===== config.mk =====
export PLATFORM = sky130hd
export DESIGN_NAME = tape_raw_pulse_decoder
export DESIGN_NICKNAME = d
export VERILOG_FILES = /design/src/sv/trpd_pkg.sv /design/src/sv/trpd_decode.sv /design/src/sv/trpd_emit.sv /design/src/sv/tape_raw_pulse_decoder.sv
export SDC_FILE = /design/constraint.sdc
export NUM_CORES = 1
export LEC_CHECK = 0
export BUFFER_PORTS_ARGS = -buffer_cell sky130_fd_sc_hd__buf_4
export CAP_MARGIN = 15
export CORE_MARGIN = 2
export CORE_UTILIZATION = 50
export DETAILED_ROUTE_END_ITERATION = 7
export GPL_ROUTABILITY_DRIVEN = 0
export GPL_TIMING_DRIVEN = 0
export MAX_ROUTING_LAYER = met4
export PLACE_DENSITY = 0.76
export SKIP_CTS_REPAIR_TIMING = 1
export SYNTH_ARGS = -nofsm -noshare
export SYNTH_HDL_FRONTEND = slang
export SYNTH_SLANG_ARGS = --single-unit

===== constraint.sdc =====
create_clock -name i_clk -period 3.44 [get_ports i_clk]
set_clock_uncertainty 0.05 [all_clocks]
set_input_delay 0.172 -clock i_clk [delete_from_list [all_inputs] [get_ports i_clk]]
set_output_delay 0.172 -clock i_clk [all_outputs]
set_load 0.02 [all_outputs]

===== src/sv/trpd_pkg.sv =====
package trpd_pkg;

    localparam int unsigned LenW  = 24;
    localparam int unsigned ByteW = 8;

    // request codes
    localparam logic [1:0] REQ_DATA   = 2'd0;
    localparam logic [1:0] REQ_END    = 2'd1;
    localparam logic [1:0] REQ_REWIND = 2'd2;

    // pulse levels
    localparam logic [1:0] LVL_LOW  = 2'd0;
    localparam logic [1:0] LVL_HIGH = 2'd1;
    localparam logic [1:0] LVL_ZERO = 2'd2;

    // configuration register indexes
    localparam logic [1:0] CFG_EXT_LEN_EN       = 2'd0;
    localparam logic [1:0] CFG_HALF_WAVE_MODE   = 2'd1;
    localparam logic [1:0] CFG_END_PULSE_LENGTH = 2'd2;

    localparam logic [LenW-1:0] END_LEN_RESET = 24'd1970496;

    typedef struct packed {
        logic [1:0]       req_type;
        logic [ByteW-1:0] data_byte;
    } t_in_item;

    typedef struct packed {
        logic [1:0]      pulse_level;
        logic [LenW-1:0] pulse_length;
        logic            last_of_run;
    } t_out_item;

    typedef struct packed {
        logic            ext_len_en;
        logic            half_wave_mode;
        logic [LenW-1:0] end_pulse_length;
    } t_cfg;

    // pulses for one input: a single pulse, or a low-high pair
    typedef struct packed {
        logic            pair;
        logic [1:0]      level;
        logic [LenW-1:0] length;
    } t_job;

    typedef struct packed {
        logic second_pending;
    } t_emit_status;

endpackage


===== src/sv/trpd_decode.sv =====
module trpd_decode (
    input  logic              i_clk,
    input  logic              i_rst_n,
    input  trpd_pkg::t_cfg    i_cfg,
    input  logic              i_in_valid,
    output logic              o_in_ready,
    input  trpd_pkg::t_in_item i_in,
    output logic              o_job_valid,
    input  logic              i_job_ready,
    output trpd_pkg::t_job    o_job
);
    import trpd_pkg::*;

    logic            r_level_is_high, n_level_is_high;
    logic            r_ended, n_ended;
    logic [1:0]      r_ext_left, n_ext_left;
    logic [LenW-1:0] r_ext_len, n_ext_len;
    logic            r_job_valid;
    t_job            r_job, n_job;
    logic            gen;
    logic            give;
    logic [LenW-1:0] give_len;
    logic [LenW-1:0] gathered;
    logic            accept;

    assign o_in_ready = !r_job_valid || i_job_ready;
    assign accept     = i_in_valid && o_in_ready;

    // place the next little-endian byte of a three-byte length
    always_comb begin
        gathered = r_ext_len;
        unique case (r_ext_left)
            2'd3:    gathered[7:0]   = r_ext_len[7:0]   | i_in.data_byte;
            2'd2:    gathered[15:8]  = r_ext_len[15:8]  | i_in.data_byte;
            2'd1:    gathered[23:16] = r_ext_len[23:16] | i_in.data_byte;
            default: gathered = r_ext_len;
        endcase
    end

    always_comb begin
        n_level_is_high = r_level_is_high;
        n_ended         = r_ended;
        n_ext_left      = r_ext_left;
        n_ext_len       = r_ext_len;
        n_job           = r_job;
        gen             = 1'b0;
        give            = 1'b0;
        give_len        = {{(LenW - ByteW - 3){1'b0}}, i_in.data_byte, 3'b000};

        priority if (i_in.req_type == REQ_REWIND) begin
            n_level_is_high = 1'b1;
            n_ended         = 1'b0;
            n_ext_left      = 2'd0;
            n_ext_len       = '0;
        end else if (r_ended) begin
            // everything but a rewind is dropped after end of data
        end else if (i_in.req_type == REQ_END) begin
            n_ended      = 1'b1;
            n_ext_left   = 2'd0;
            n_ext_len    = '0;
            gen          = 1'b1;
            n_job.pair   = 1'b0;
            n_job.level  = LVL_ZERO;
            n_job.length = i_cfg.end_pulse_length;
        end else if (i_in.req_type == REQ_DATA) begin
            priority if (r_ext_left != 2'd0) begin
                n_ext_len  = gathered;
                n_ext_left = r_ext_left - 2'd1;
                give       = (r_ext_left == 2'd1);
                give_len   = gathered;
            end else if (i_cfg.ext_len_en && i_in.data_byte == '0) begin
                n_ext_left = 2'd3;
                n_ext_len  = '0;
            end else begin
                give = 1'b1;
            end
        end else begin
            // unused request code is ignored
        end

        if (give) begin
            gen          = 1'b1;
            n_job.length = give_len;
            if (i_cfg.half_wave_mode) begin
                n_job.pair      = 1'b0;
                n_job.level     = r_level_is_high ? LVL_LOW : LVL_HIGH;
                n_level_is_high = !r_level_is_high;
            end else begin
                n_job.pair      = 1'b1;
                n_job.level     = LVL_LOW;
                n_level_is_high = 1'b1;
            end
        end
    end

    always_ff @(posedge i_clk) begin
        if (!i_rst_n) begin
            r_level_is_high <= 1'b1;
            r_ended         <= 1'b0;
            r_ext_left      <= 2'd0;
            r_ext_len       <= '0;
            r_job_valid     <= 1'b0;
        end else begin
            if (accept) begin
                r_level_is_high <= n_level_is_high;
                r_ended         <= n_ended;
                r_ext_left      <= n_ext_left;
                r_ext_len       <= n_ext_len;
                r_job_valid     <= gen;
            end else if (i_job_ready) begin
                r_job_valid <= 1'b0;
            end
        end
    end

    always_ff @(posedge i_clk) begin
        if (accept && gen) begin
            r_job <= n_job;
        end
    end

    assign o_job_valid = r_job_valid;
    assign o_job       = r_job;

endmodule


===== src/sv/trpd_emit.sv =====
module trpd_emit (
    input  logic                   i_clk,
    input  logic                   i_rst_n,
    input  logic                   i_job_valid,
    output logic                   o_job_ready,
    input  trpd_pkg::t_job         i_job,
    output logic                   o_out_valid,
    input  logic                   i_out_ready,
    output trpd_pkg::t_out_item    o_out,
    output trpd_pkg::t_emit_status o_status
);
    import trpd_pkg::*;

    logic      r_out_valid;
    logic      r_pend;
    t_out_item r_out;
    logic      out_free;

    assign out_free    = !r_out_valid || i_out_ready;
    assign o_job_ready = out_free && !r_pend;

    always_ff @(posedge i_clk) begin
        if (!i_rst_n) begin
            r_out_valid <= 1'b0;
            r_pend      <= 1'b0;
        end else if (out_free) begin
            if (r_pend) begin
                r_out_valid <= 1'b1;
                r_pend      <= 1'b0;
            end else begin
                r_out_valid <= i_job_valid;
                r_pend      <= i_job_valid && i_job.pair;
            end
        end
    end

    // second pulse of a pair keeps the length, goes high and closes the run
    always_ff @(posedge i_clk) begin
        if (out_free) begin
            if (r_pend) begin
                r_out.pulse_level <= LVL_HIGH;
                r_out.last_of_run <= 1'b1;
            end else if (i_job_valid) begin
                r_out.pulse_level  <= i_job.level;
                r_out.pulse_length <= i_job.length;
                r_out.last_of_run  <= !i_job.pair;
            end
        end
    end

    assign o_out_valid             = r_out_valid;
    assign o_out                   = r_out;
    assign o_status.second_pending = r_pend;

endmodule


===== src/sv/tape_raw_pulse_decoder.sv =====
// Raw tape pulse decoder: takes tape body bytes, end-of-data and rewind requests on the
// input channel and gives timed pulses (level, length in ticks, last-of-run flag) on the
// output channel through the decode and output registers. A full-wave pair holds back
// the next job while its high pulse waits; a half-wave byte, end or rewind flows one
// item per cycle unless the output stalls. A three-byte length gives pulses only on its
// last byte; rewinds and anything after end of data give none. The user must write the
// configuration port only while the block is idle (unchecked). Index three is ignored.
module tape_raw_pulse_decoder (
    input  logic                    i_clk,
    input  logic                    i_rst_n,
    input  logic                    i_cfg_we,
    input  logic [1:0]              i_cfg_index,
    input  logic [23:0]             i_cfg_wdata,
    input  logic                    i_in_valid,
    output logic                    o_in_ready,
    input  trpd_pkg::t_in_item      i_in,
    output logic                    o_out_valid,
    input  logic                    i_out_ready,
    output trpd_pkg::t_out_item     o_out
);
    import trpd_pkg::*;

    t_cfg         r_cfg;
    logic         job_valid;
    logic         job_ready;
    t_job         job;
    t_emit_status emit_status;

    always_ff @(posedge i_clk) begin
        if (!i_rst_n) begin
            r_cfg.ext_len_en       <= 1'b0;
            r_cfg.half_wave_mode   <= 1'b0;
            r_cfg.end_pulse_length <= END_LEN_RESET;
        end else if (i_cfg_we) begin
            unique case (i_cfg_index)
                CFG_EXT_LEN_EN:       r_cfg.ext_len_en       <= i_cfg_wdata[0];
                CFG_HALF_WAVE_MODE:   r_cfg.half_wave_mode   <= i_cfg_wdata[0];
                CFG_END_PULSE_LENGTH: r_cfg.end_pulse_length <= i_cfg_wdata;
                default: ;
            endcase
        end
    end

    trpd_decode u_decode (
        .i_clk       (i_clk),
        .i_rst_n     (i_rst_n),
        .i_cfg       (r_cfg),
        .i_in_valid  (i_in_valid),
        .o_in_ready  (o_in_ready),
        .i_in        (i_in),
        .o_job_valid (job_valid),
        .i_job_ready (job_ready),
        .o_job       (job)
    );

    trpd_emit u_emit (
        .i_clk       (i_clk),
        .i_rst_n     (i_rst_n),
        .i_job_valid (job_valid),
        .o_job_ready (job_ready),
        .i_job       (job),
        .o_out_valid (o_out_valid),
        .i_out_ready (i_out_ready),
        .o_out       (o_out),
        .o_status    (emit_status)
    );

`ifndef SYNTH
    // a pending high pulse always sits behind the low one on the output
    a_pend_behind_low: assert property (@(posedge i_clk) disable iff (!i_rst_n)
        emit_status.second_pending |-> o_out_valid && o_out.pulse_level == LVL_LOW
            && !o_out.last_of_run)
        else $error("second pulse pending without a low pulse on the output");

    // only the low half of a pair leaves without closing its run
    a_open_run_is_low: assert property (@(posedge i_clk) disable iff (!i_rst_n)
        o_out_valid && !o_out.last_of_run |-> o_out.pulse_level == LVL_LOW)
        else $error("non-final pulse that is not low");

    // the pair's high pulse follows its low pulse with the same length
    a_pair_high: assert property (@(posedge i_clk) disable iff (!i_rst_n)
        o_out_valid && i_out_ready && !o_out.last_of_run |=>
            o_out_valid && o_out.pulse_level == LVL_HIGH && o_out.last_of_run
            && o_out.pulse_length == $past(o_out.pulse_length))
        else $error("high pulse of a pair missing or altered");

    // the end pulse is a run of its own
    a_end_single: assert property (@(posedge i_clk) disable iff (!i_rst_n)
        o_out_valid && o_out.pulse_level == LVL_ZERO |-> o_out.last_of_run)
        else $error("end pulse not marked last of run");
`endif

endmodule


==> flow_summary_export.csv, run 1 <==
group,metric,value,unit
outcome,status,"complete, but fails checks",
outcome,violations,"hold timing",
setup_path,cp_data_required_time,3.48,ns
placed_design,io_buffers,69,
flow_run,drv_cap,0,
synth,synth_edf_count,54,
die,core_area,8680,sq um
synth,synthTopCellsByArea,"edfxtp_1 (36%), dfxtp_1 (26%), nand2_1 (7.1%)",
global_route,use_met3,0.0468,
global_route,grt_pass1_vias,3372,
setup_path,cp-start-kind,"flop",
die,die_w,98.5,um
timing,post-route-period-util,0.753,
final_layout,n_fill_cell,701,
synth,ys.flop_type,"dfxtp_1",
placed_design,hpwl,7.60,mm
synth,ys_ff_latch,111,
timing,tightestPinTransition,1.05,ns
cts,clk_pin_slew_worst_paths,0.10,ns
routing,drt_iter0_drc,230,
final_layout,post-route-cell-area,5530,sq um
pwr,ir_drop,305,uV
synth,yosysWarningCount,0,
global_route,grt_first_pass_wirelength,16.7,mm
cts,clk_latency,0.37,ns
routing,viasPerCell,5.59,
die,initial_utilization,0.515,
cts,cts_htree_levels,3,
timing,finalHoldViolations,4,
synth,syn-cell-area,4470,sq um
global_route,overflow,0,
routing,drc_errors,0,
die,row_count,34,
pwr,power.leakage,2.10,nW
routing,drt_first_pass_iters,5,
synth,synthArstFlopShare,0,
placed_design,placed_cell_area,5180,sq um
cts,cts_num_sinks,111,
synth,ys_types,46,
pwr,finalPower,0.00261,W
pwr,power_density,472,nW/um^2
cts,cts_tree,"built",
cts,root_buffer,"clkbuf_8",
timing,fmaxAchievable,386,MHz
timing,rsz0062_at_grt,"false",
timing,hold_slack,-0.0131,ns
final_layout,final_cell_mix,"nand2_1 (84), buf_4 (71), dfxtp_1 (57)",
die,top_level_ports,70,
synth,yosysTopAreaCellShare,0.363,
worst_hold_path,hold_class,"in2reg",
setup_path,end_kind,"flop",
setup_path,critPathSlowestCell,"nor3_4",
synth,syn_area_per_cell,10.6,sq um
setup_path,slowest_delay,0.50,ns
die,die_height,98.5,um
setup_path,path_class,"reg2reg",
global_route,grt_use_met1,0.288,
routing,ant_nets,0,
die,die_area,9710,sq um
timing,setup-tns-final,0,ns
final_layout,layout_commonest_cell,"nand2_1",
global_route,use_met2,0.370,
synth,syn_nets,470,
timing,drv_slew,0,
final_layout,antenna_cells,0,
final_layout,drive_above_1_share,0.203,
cts,cts_max_path_buffers,2,
setup_path,crit_path_cell_trace,"inv_1 > ha_1 > buf_2 > nor2_1 > nor4b_1 > and2_1 > a21oi_1 > nor3_4 > buf_16",
global_route,grt_usage,0.228,
synth,ys_seq_area_frac,0.618,
global_route,grt_max_degree,21,
timing,setup_violations,0,
timing,maxSlewHeadroom,0.295,
routing,wl,10.5,mm
setup_path,cp.arrival,2.63,ns
final_layout,final_nets,566,
timing,period_needed,2.59,ns
routing,wl_per_cell,16.7,um
routing,vias,3527,
cts,numCtsBuffers,9,
setup_path,crit_fanout,20,
synth,syn_inst,422,
synth,synth_top_area_cell,"edfxtp_1",
global_route,grt_busiest_layer,"met2",
final_layout,area_growth,23.6,%
setup_path,reg2reg_slack,0.85,ns
global_route,antenna_found_initial,0,
==> worst max-delay path, delay by kind of cell, from the launching register on <==
kind	cells	cell delay (ns)
AND/OR/NAND/NOR	4	1.12
flip-flops	1	0.34
adder cells (fa/ha/maj)	1	0.14
AO/OA/AOI/OAI	1	0.09
buffers and inverters	3	0.55
==> area by class of cell <==
cell class / count / area [sq um] / share of cell area
Sequential cell: 111 / 2760 / 0.500
Inverter: 8 / 30.0 / 0.00543
Buffer: 26 / 131 / 0.0238
Tap cell: 108 / 135 / 0.0245
Clock inverter: 7 / 86.3 / 0.0156
Multi-Input combinational cell: 277 / 1560 / 0.283
Clock buffer: 9 / 124 / 0.0224
Timing Repair Buffer: 85 / 694 / 0.126
==> report_power, final <==
group | switching [W] | internal [W]
clock network | 0.000459 | 0.000352
logic | 0.000205 | 0.000129
registers | 0.0000196 | 0.00144
total | 0.000683 | 0.00192
==> logic make-up (layout without fill, tap and decap cells) <==
group,Yosys count,count (layout),synth area share
compound gates,114,114,0.164
simple gates,154,154,0.157
fa+ha+maj,7,7,0.0196
buf+inv,34,135,0.0361
flops,111,111,0.618
mux,2,2,0.00448
==> cell usage after synthesis, types with 2 or more instances <==
master and count:
clkbuf_1 17, nand3b_1 2, mux2i_1 2, a21oi_1 45
a211oi_1 7, o21ai_0 9, and2_1 2, buf_2 5
a22o_1 8, nand3_1 7, nor3_1 13, ha_1 7
a31oi_1 8, o31ai_1 19, edfxtp_1 54, a211oi_2 2
nand2_1 84, nand4_1 2, nor2_2 2, dfxtp_1 57
a21o_1 10, inv_1 7, nor2_1 27, nor3b_1 4
==> path summary, 6_finish.rpt <==
kind                                   to  cells after the start                                start
max          u_decode.o_job[21]$_DFFE_PP_                      9  u_decode.r_ext_left[1]$_SDFFE_PN0P_
max reg2reg  u_decode.o_job[21]$_DFFE_PP_                      9  u_decode.r_ext_left[1]$_SDFFE_PN0P_
min                 r_cfg[2]$_SDFFE_PN0P_                      3                       i_cfg_wdata[2]
min reg2reg     u_emit.o_out[9]$_DFFE_PP_                      0          u_decode.o_job[8]$_DFFE_PP_
==> sequential cells by signal (all words and copies together), names as in the netlist <==
register,cells
r_cfg,26
u_decode.o_job,27
u_decode.o_job_valid,1
u_decode.r_ended,1
u_decode.r_ext_left,2
u_decode.r_ext_len,24
u_decode.r_level_is_high,1
u_emit.o_out,27
u_emit.o_out_valid,1
u_emit.o_status,1
==> per-stage QoR <==
step | utilization | worst slack, ns | hold slack [ns] | std cells
final | 0.637 | 0.849 | -0.0131 | 631
after detailed placement | 0.597 | 0.893 | 0.343 | 602
after CTS | 0.622 | 0.860 | -0.0515 | 618
after floorplan | - | 0.635 | 0.246 | 422
after global routing | 0.637 | 0.611 | 0.000890 | 631
after global placement | 0.591 | -0.0349 | 0.333 | 599
==> layer usage <==
layer | share of wire | up-vias
li1 | - | 1707
met1 | 0.42 | 1664
met2 | 0.49 | 139
met3 | 0.067 | 17
met4 | 0.020 | 0
met5 | 0 | -
No activity file was read; power rests on OpenSTA's default activity.
==> run 2: changes to the inputs <==
- ABC_AREA: default -> 1
- PLACE_DENSITY: 0.76 -> 0.72
- clock period: 3.44 -> 2.45 ns (I/O delays scaled with it)
==> run 2 against run 1 <==
Against the previous run: the run still ends with hold timing left; critical path depth did not move; cell count rose by 21%; register-to-register slack got worse by 0.66 ns; non-clock buffer count rose by 14; setup slack got worse by 0.66 ns; wire length rose by 11%; core utilization rose by 1.4 points; synthesized area rose by 7.0%; final area rose by 8.7%; critical endpoint is now u_decode.o_job[25]$_SDFFCE_PP1P_.
==> flow_summary_export.csv, run 2 <==
group,metric,value,unit
outcome,status,"complete, but fails checks",
outcome,violations,"hold timing",
cts,cts_tree,"built",
die,die_area,10400,sq um
final_layout,antenna_cells,0,
setup_path,cp.arrival,2.35,ns
final_layout,n_fill_cell,714,
pwr,power.leakage,2.49,nW
timing,finalHoldViolations,1,
cts,clk_latency,0.37,ns
die,die_w,102,um
timing,drv_slew,0,
timing,period_needed,2.26,ns
global_route,grt_max_degree,28,
final_layout,layout_commonest_cell,"nand2_1",
pwr,power.internal,0.00278,W
synth,synth_edf_count,54,
routing,drc_errors,0,
global_route,grt_usage,0.230,
setup_path,critPathSlowestCell,"dfxtp_1",
global_route,grt_pass1_vias,3546,
die,initial_utilization,0.518,
global_route,overflow,0,
placed_design,io_buffers,69,
cts,root_buffer,"clkbuf_8",
final_layout,area_growth,25.6,%
synth,yosysTopAreaCellShare,0.339,
cts,cts_max_path_buffers,2,
setup_path,end_kind,"flop",
cts,cts_htree_levels,3,
routing,ant_nets,0,
pwr,netSwitchingPower,0.00106,W
die,top_level_ports,70,
synth,ys_types,35,
synth,synth_top_area_cell,"edfxtp_1",
synth,yosysWarningCount,0,
synth,syn_inst,521,
timing,post-route-period-util,0.922,
placed_design,pre_cts_ws,-0.135,ns
routing,wl,11.6,mm
final_layout,final_cell_mix,"nand2_1 (113), nor2_1 (103), buf_4 (73)",
cts,numCtsBuffers,9,
setup_path,crit_path_cell_trace,"inv_1 > ha_1 > buf_2 > or2_1 > nand3_4 > o21ai_0 > nand2_1 > clkinvlp_4 > buf_12",
timing,setup_slack,0.191,ns
final_layout,final_nets,679,
synth,syn_nets,569,
cts,cts_num_sinks,111,
synth,ys_seq_area_frac,0.578,
synth,syn-cell-area,4780,sq um
pwr,power_density,639,nW/um^2
placed_design,placed_cell_area,5490,sq um
die,die_height,102,um
timing,tightestPinTransition,0.529,ns
synth,ys.flop_type,"dfxtp_1",
final_layout,finish.utilization,0.650,
global_route,grt_first_pass_wirelength,17.6,mm
pwr,ir_drop,333,uV
timing,hold_slack,-0.00159,ns
routing,viasPerCell,5.12,
pwr,swShare,0.276,
setup_path,cp_data_required_time,2.54,ns
pwr,finalPower,0.00384,W
cts,clk_pin_slew_worst_paths,0.11,ns
timing,maxSlewHeadroom,0.645,
final_layout,drive_above_1_share,0.211,
synth,synthTopCellsByArea,"edfxtp_1 (34%), dfxtp_1 (24%), nand2_1 (8.9%)",
global_route,antenna_found_initial,0,
synth,yosys-top-cells-count,"nand2_1 (113), nor2_1 (103), dfxtp_1 (57), edfxtp_1 (54)",
setup_path,slowest_delay,0.40,ns
routing,drt_first_pass_iters,5,
setup_path,path_class,"reg2reg",
die,row_count,35,
routing,wl_per_cell,15.2,um
final_layout,post-route-cell-area,6010,sq um
die,core_area,9240,sq um
synth,syn_area_per_cell,9.18,sq um
placed_design,hpwl,8.05,mm
synth,synthArstFlopShare,0,
routing,drt_iter0_drc,269,
routing,vias,3915,
pwr,p_comb_frac,0.150,
setup_path,cp-start-kind,"flop",
timing,fmaxAchievable,443,MHz
setup_path,crit_fanout,14,
pwr,clkPwrFrac,0.308,
flow_run,drv_cap,0,
worst_hold_path,hold_class,"in2reg",
timing,setup_violations,0,
synth,yosysMostFrequentCell,"nand2_1",
synth,ys_ff_latch,111,
timing,rsz0062_at_grt,"false",
pwr,p_seq_frac,0.542,
-- run 2: cell types whose count changed after synthesis, moves of 10 or more --
cell | previous run | this run
inv_1 | 7 | 28
nor3_1 | 13 | 3
o21ai_0 | 9 | 37
nor2_1 | 27 | 103
a21o_1 | 10 | 0
o31ai_1 | 19 | 0
nand2_1 | 84 | 113
-- run 2: metal layers --
layer  part of all wire  track usage  routed length (um)  vias to the layer above
li1                   -            -                   -                     1929
met1               0.43        0.319                4980                     1801
met2               0.48        0.348                5590                      163
met3              0.075       0.0366                 877                       22
met4              0.015       0.0707                 180                        0
met5                  0            -                   0                        -
-- run 2: through the flow --
step	setup TNS [ns]	instances
2_1_floorplan	0	521
3_3_place_gp	-2.22	719
3_5_place_dp	-3.59	720
4_1_cts	-3.95	736
5_1_grt	0	765
6_report	0	765
-- run 2: worst paths after layout --
check | startpoint | end | slack [ns] | depth (start not counted)
worst min register to register | u_decode.o_job[2]$_DFFE_PP_ | u_emit.o_out[3]$_DFFE_PP_ | 0.37 | 0
worst min-delay path | i_cfg_index[1] | r_cfg[24]$_SDFFE_PN0P_ | -0.002 | 3
worst max-delay path | u_decode.r_ext_left[0]$_SDFFE_PN0P_ | u_decode.o_job[25]$_SDFFCE_PP1P_ | 0.19 | 9
worst max register to register | u_decode.r_ext_left[0]$_SDFFE_PN0P_ | u_decode.o_job[25]$_SDFFCE_PP1P_ | 0.19 | 9
-- run 2: logic make-up after synthesis --
group	Yosys count	synth area share
and+or+nand+nor	247	0.222
DFF	111	0.578
AOI/OAI and AO/OA	98	0.117
buffers and inverters	58	0.0651
adders and majority gates	7	0.0183
-- run 2: power by group through the flow --
stage	registers [W]	logic (W)	clock network [W]
after floorplan	0.00213	0.000330	0
after global placement	0.00212	0.000507	0
after detailed placement	0.00212	0.000526	0
after CTS	0.00208	0.000529	0.00120
after global routing	0.00209	0.000635	0.00128
final	0.00208	0.000575	0.00118
-- run 2: cell type report --
cell class	count	area [sq um]	share of cell area
sequential	111	2760	0.460
clock buffer	9	124	0.0206
multi-input combinational	352	1720	0.286
inverter	31	123	0.0204
buffer	27	193	0.0321
tap	129	161	0.0269
clock inverter	7	100	0.0167
timing repair inverter	1	7.51	0.00125
timing repair buffer	98	818	0.136
-- run 2: critical path: cells and delay by family, from the launching register on --
family / cells / cell delay, ns
buffers and inverters: 4 / 0.63
AND/OR/NAND/NOR: 3 / 0.63
adder cells (fa/ha/maj): 1 / 0.21
flip-flops: 1 / 0.40
AO/OA/AOI/OAI: 1 / 0.10
==> run 3: changes to the inputs <==
- CORE_UTILIZATION: 50 -> 30
- PLACE_DENSITY: 0.72 -> 0.48
==> run 3 against run 2 <==
Against the previous run: the flow still finishes with violations (hold timing); cell count up 10%; clock power increased by 19%; clock-buffer cell count up 3; flip-flop and latch count unchanged; critical path type unchanged; largest cell class unchanged.
==> flow_summary_export.csv, run 3 (same netlist as run 2, synthesis figures left out) <==
group,metric,value,unit
timing,period_needed,2.17,ns
pwr,ir_drop,324,uV
routing,viasPerCell,4.42,
global_route,grt_max_degree,28,
timing,fmaxAchievable,460,MHz
timing,setup_violations,0,
pwr,power_density,660,nW/um^2
pwr,p_comb_frac,0.138,
timing,finalHoldViolations,3,
cts,root_buffer,"clkbuf_16",
final_layout,area_growth,27.8,%
placed_design,hpwl,8.75,mm
die,row_count,46,
die,die_w,130,um
timing,post-route-period-util,0.887,
setup_path,end_kind,"flop",
global_route,antenna_found_initial,0,
cts,clk_latency,0.34,ns
setup_path,cp-start-kind,"flop",
die,initial_utilization,0.304,
pwr,p_seq_frac,0.515,
global_route,grt_use_met1,0.199,
cts,cts_htree_levels,3,
timing,hold_slack,-0.0280,ns
timing,maxSlewHeadroom,0.591,
die,die_height,130,um
pwr,clkPwrFrac,0.346,
outcome,status,"complete, but fails checks",
timing,setup_slack,0.278,ns
outcome,violations,"hold timing",
global_route,use_met2,0.229,
final_layout,drive_above_1_share,0.205,
setup_path,cp_data_required_time,2.48,ns
final_layout,layout_commonest_cell,"nand2_1",
pwr,netSwitchingPower,0.00102,W
die,core_area,15700,sq um
final_layout,final_nets,671,
final_layout,n_fill_cell,1596,
setup_path,path_class,"reg2reg",
cts,numCtsBuffers,9,
global_route,grt_first_pass_wirelength,18.5,mm
global_route,use_met3,0.0295,
global_route,grt_usage,0.150,
setup_path,crit_fanout,9,
global_route,overflow,0,
routing,ant_nets,0,
global_route,grt_busiest_layer,"met2",
cts,cts_num_sinks,111,
placed_design,pre_cts_ws,-0.195,ns
final_layout,final_cell_mix,"nand2_1 (113), nor2_1 (103), buf_4 (71)",
die,top_level_ports,70,
placed_design,io_buffers,69,
global_route,grt_pass1_vias,3453,
timing,drv_slew,0,
final_layout,antenna_cells,0,
routing,wl_per_cell,14.0,um
pwr,finalPower,0.00403,W
pwr,power.leakage,2.49,nW
setup_path,cp.arrival,2.20,ns
pwr,power.internal,0.00301,W
cts,cts_tree,"built",
routing,drt_iter0_drc,219,
final_layout,register_area,2760,sq um
final_layout,finish.utilization,0.389,
final_layout,multiInputGateArea,1720,sq um
routing,vias,3731,
pwr,swShare,0.254,
routing,drc_errors,0,
cts,cts_max_path_buffers,2,
timing,rsz0062_at_grt,"false",
worst_hold_path,hold_class,"in2reg",
routing,wl,11.8,mm
timing,tightestPinTransition,0.611,ns
flow_run,drv_cap,0,
cts,clk_pin_slew_worst_paths,0.07,ns
die,die_area,17000,sq um
routing,drt_first_pass_iters,4,
-- run 3: critical path, stage by stage (launching register included) --
cell and delay [ns]:
dfxtp_1 0.40, inv_1 0.11, ha_1 0.20, buf_2 0.19, nor4_4 0.56, nand2_1 0.10
o211ai_1 0.19, nand2_1 0.11
-- run 3: final timing paths --
| kind | start | end | slack [ns] | cells after the start |
|---|---|---|---|---|
| worst max-delay path | u_decode.r_ext_left[0]$_SDFFE_PN0P_ | u_decode.o_job[3]$_DFFE_PP_ | 0.28 | 7 |
| worst min-delay path | i_cfg_wdata[21] | r_cfg[21]$_SDFFE_PN0P_ | -0.03 | 3 |
| worst max register to register | u_decode.r_ext_left[0]$_SDFFE_PN0P_ | u_decode.o_job[3]$_DFFE_PP_ | 0.28 | 7 |
| worst min register to register | u_decode.o_job[23]$_DFFE_PP_ | u_emit.o_out[24]$_DFFE_PP_ | 0.36 | 0 |
-- run 3: through the flow --
stage / TNS (ns) / hold slack, ns / area [sq um] / instances
6_report: 0 / -0.0280 / 6110 / 844
2_1_floorplan: 0 / 0.199 / 4790 / 521
5_1_grt: 0 / 0.00658 / 6110 / 844
4_1_cts: -5.52 / -0.0657 / 5880 / 823
3_5_place_dp: -5.15 / 0.298 / 5600 / 807
3_3_place_gp: -2.95 / 0.294 / 5580 / 806
-- run 3: routing by layer --
metal / vias up / part of all wire / wire (um)
met4: 0 / 0.016 / 195
met5: - / 0 / 0
met1: 1716 / 0.48 / 5640
met2: 87 / 0.46 / 5470
met3: 9 / 0.044 / 525
li1: 1919 / - / -
-- run 3: layout make-up --
cell class              instances  area share
repair buffers                 91       0.124
multi-input cells             352       0.281
clock inverters                 4     0.00512
clock buffers                  12      0.0420
plain buffers                  27      0.0315
flip-flops and latches        111       0.452
well taps                     216      0.0442
inverters                      31      0.0194
-- run 3: power groups by stage --
| stage | sequential (W) | clock (W) | combinational, W |
|---|---|---|---|
| floorplan | 0.00213 | 0 | 0.000330 |
| global placement | 0.00212 | 0 | 0.000518 |
| detailed placement | 0.00212 | 0 | 0.000531 |
| CTS | 0.00208 | 0.00145 | 0.000531 |
| global route | 0.00209 | 0.00152 | 0.000624 |
| finish | 0.00208 | 0.00140 | 0.000558 |
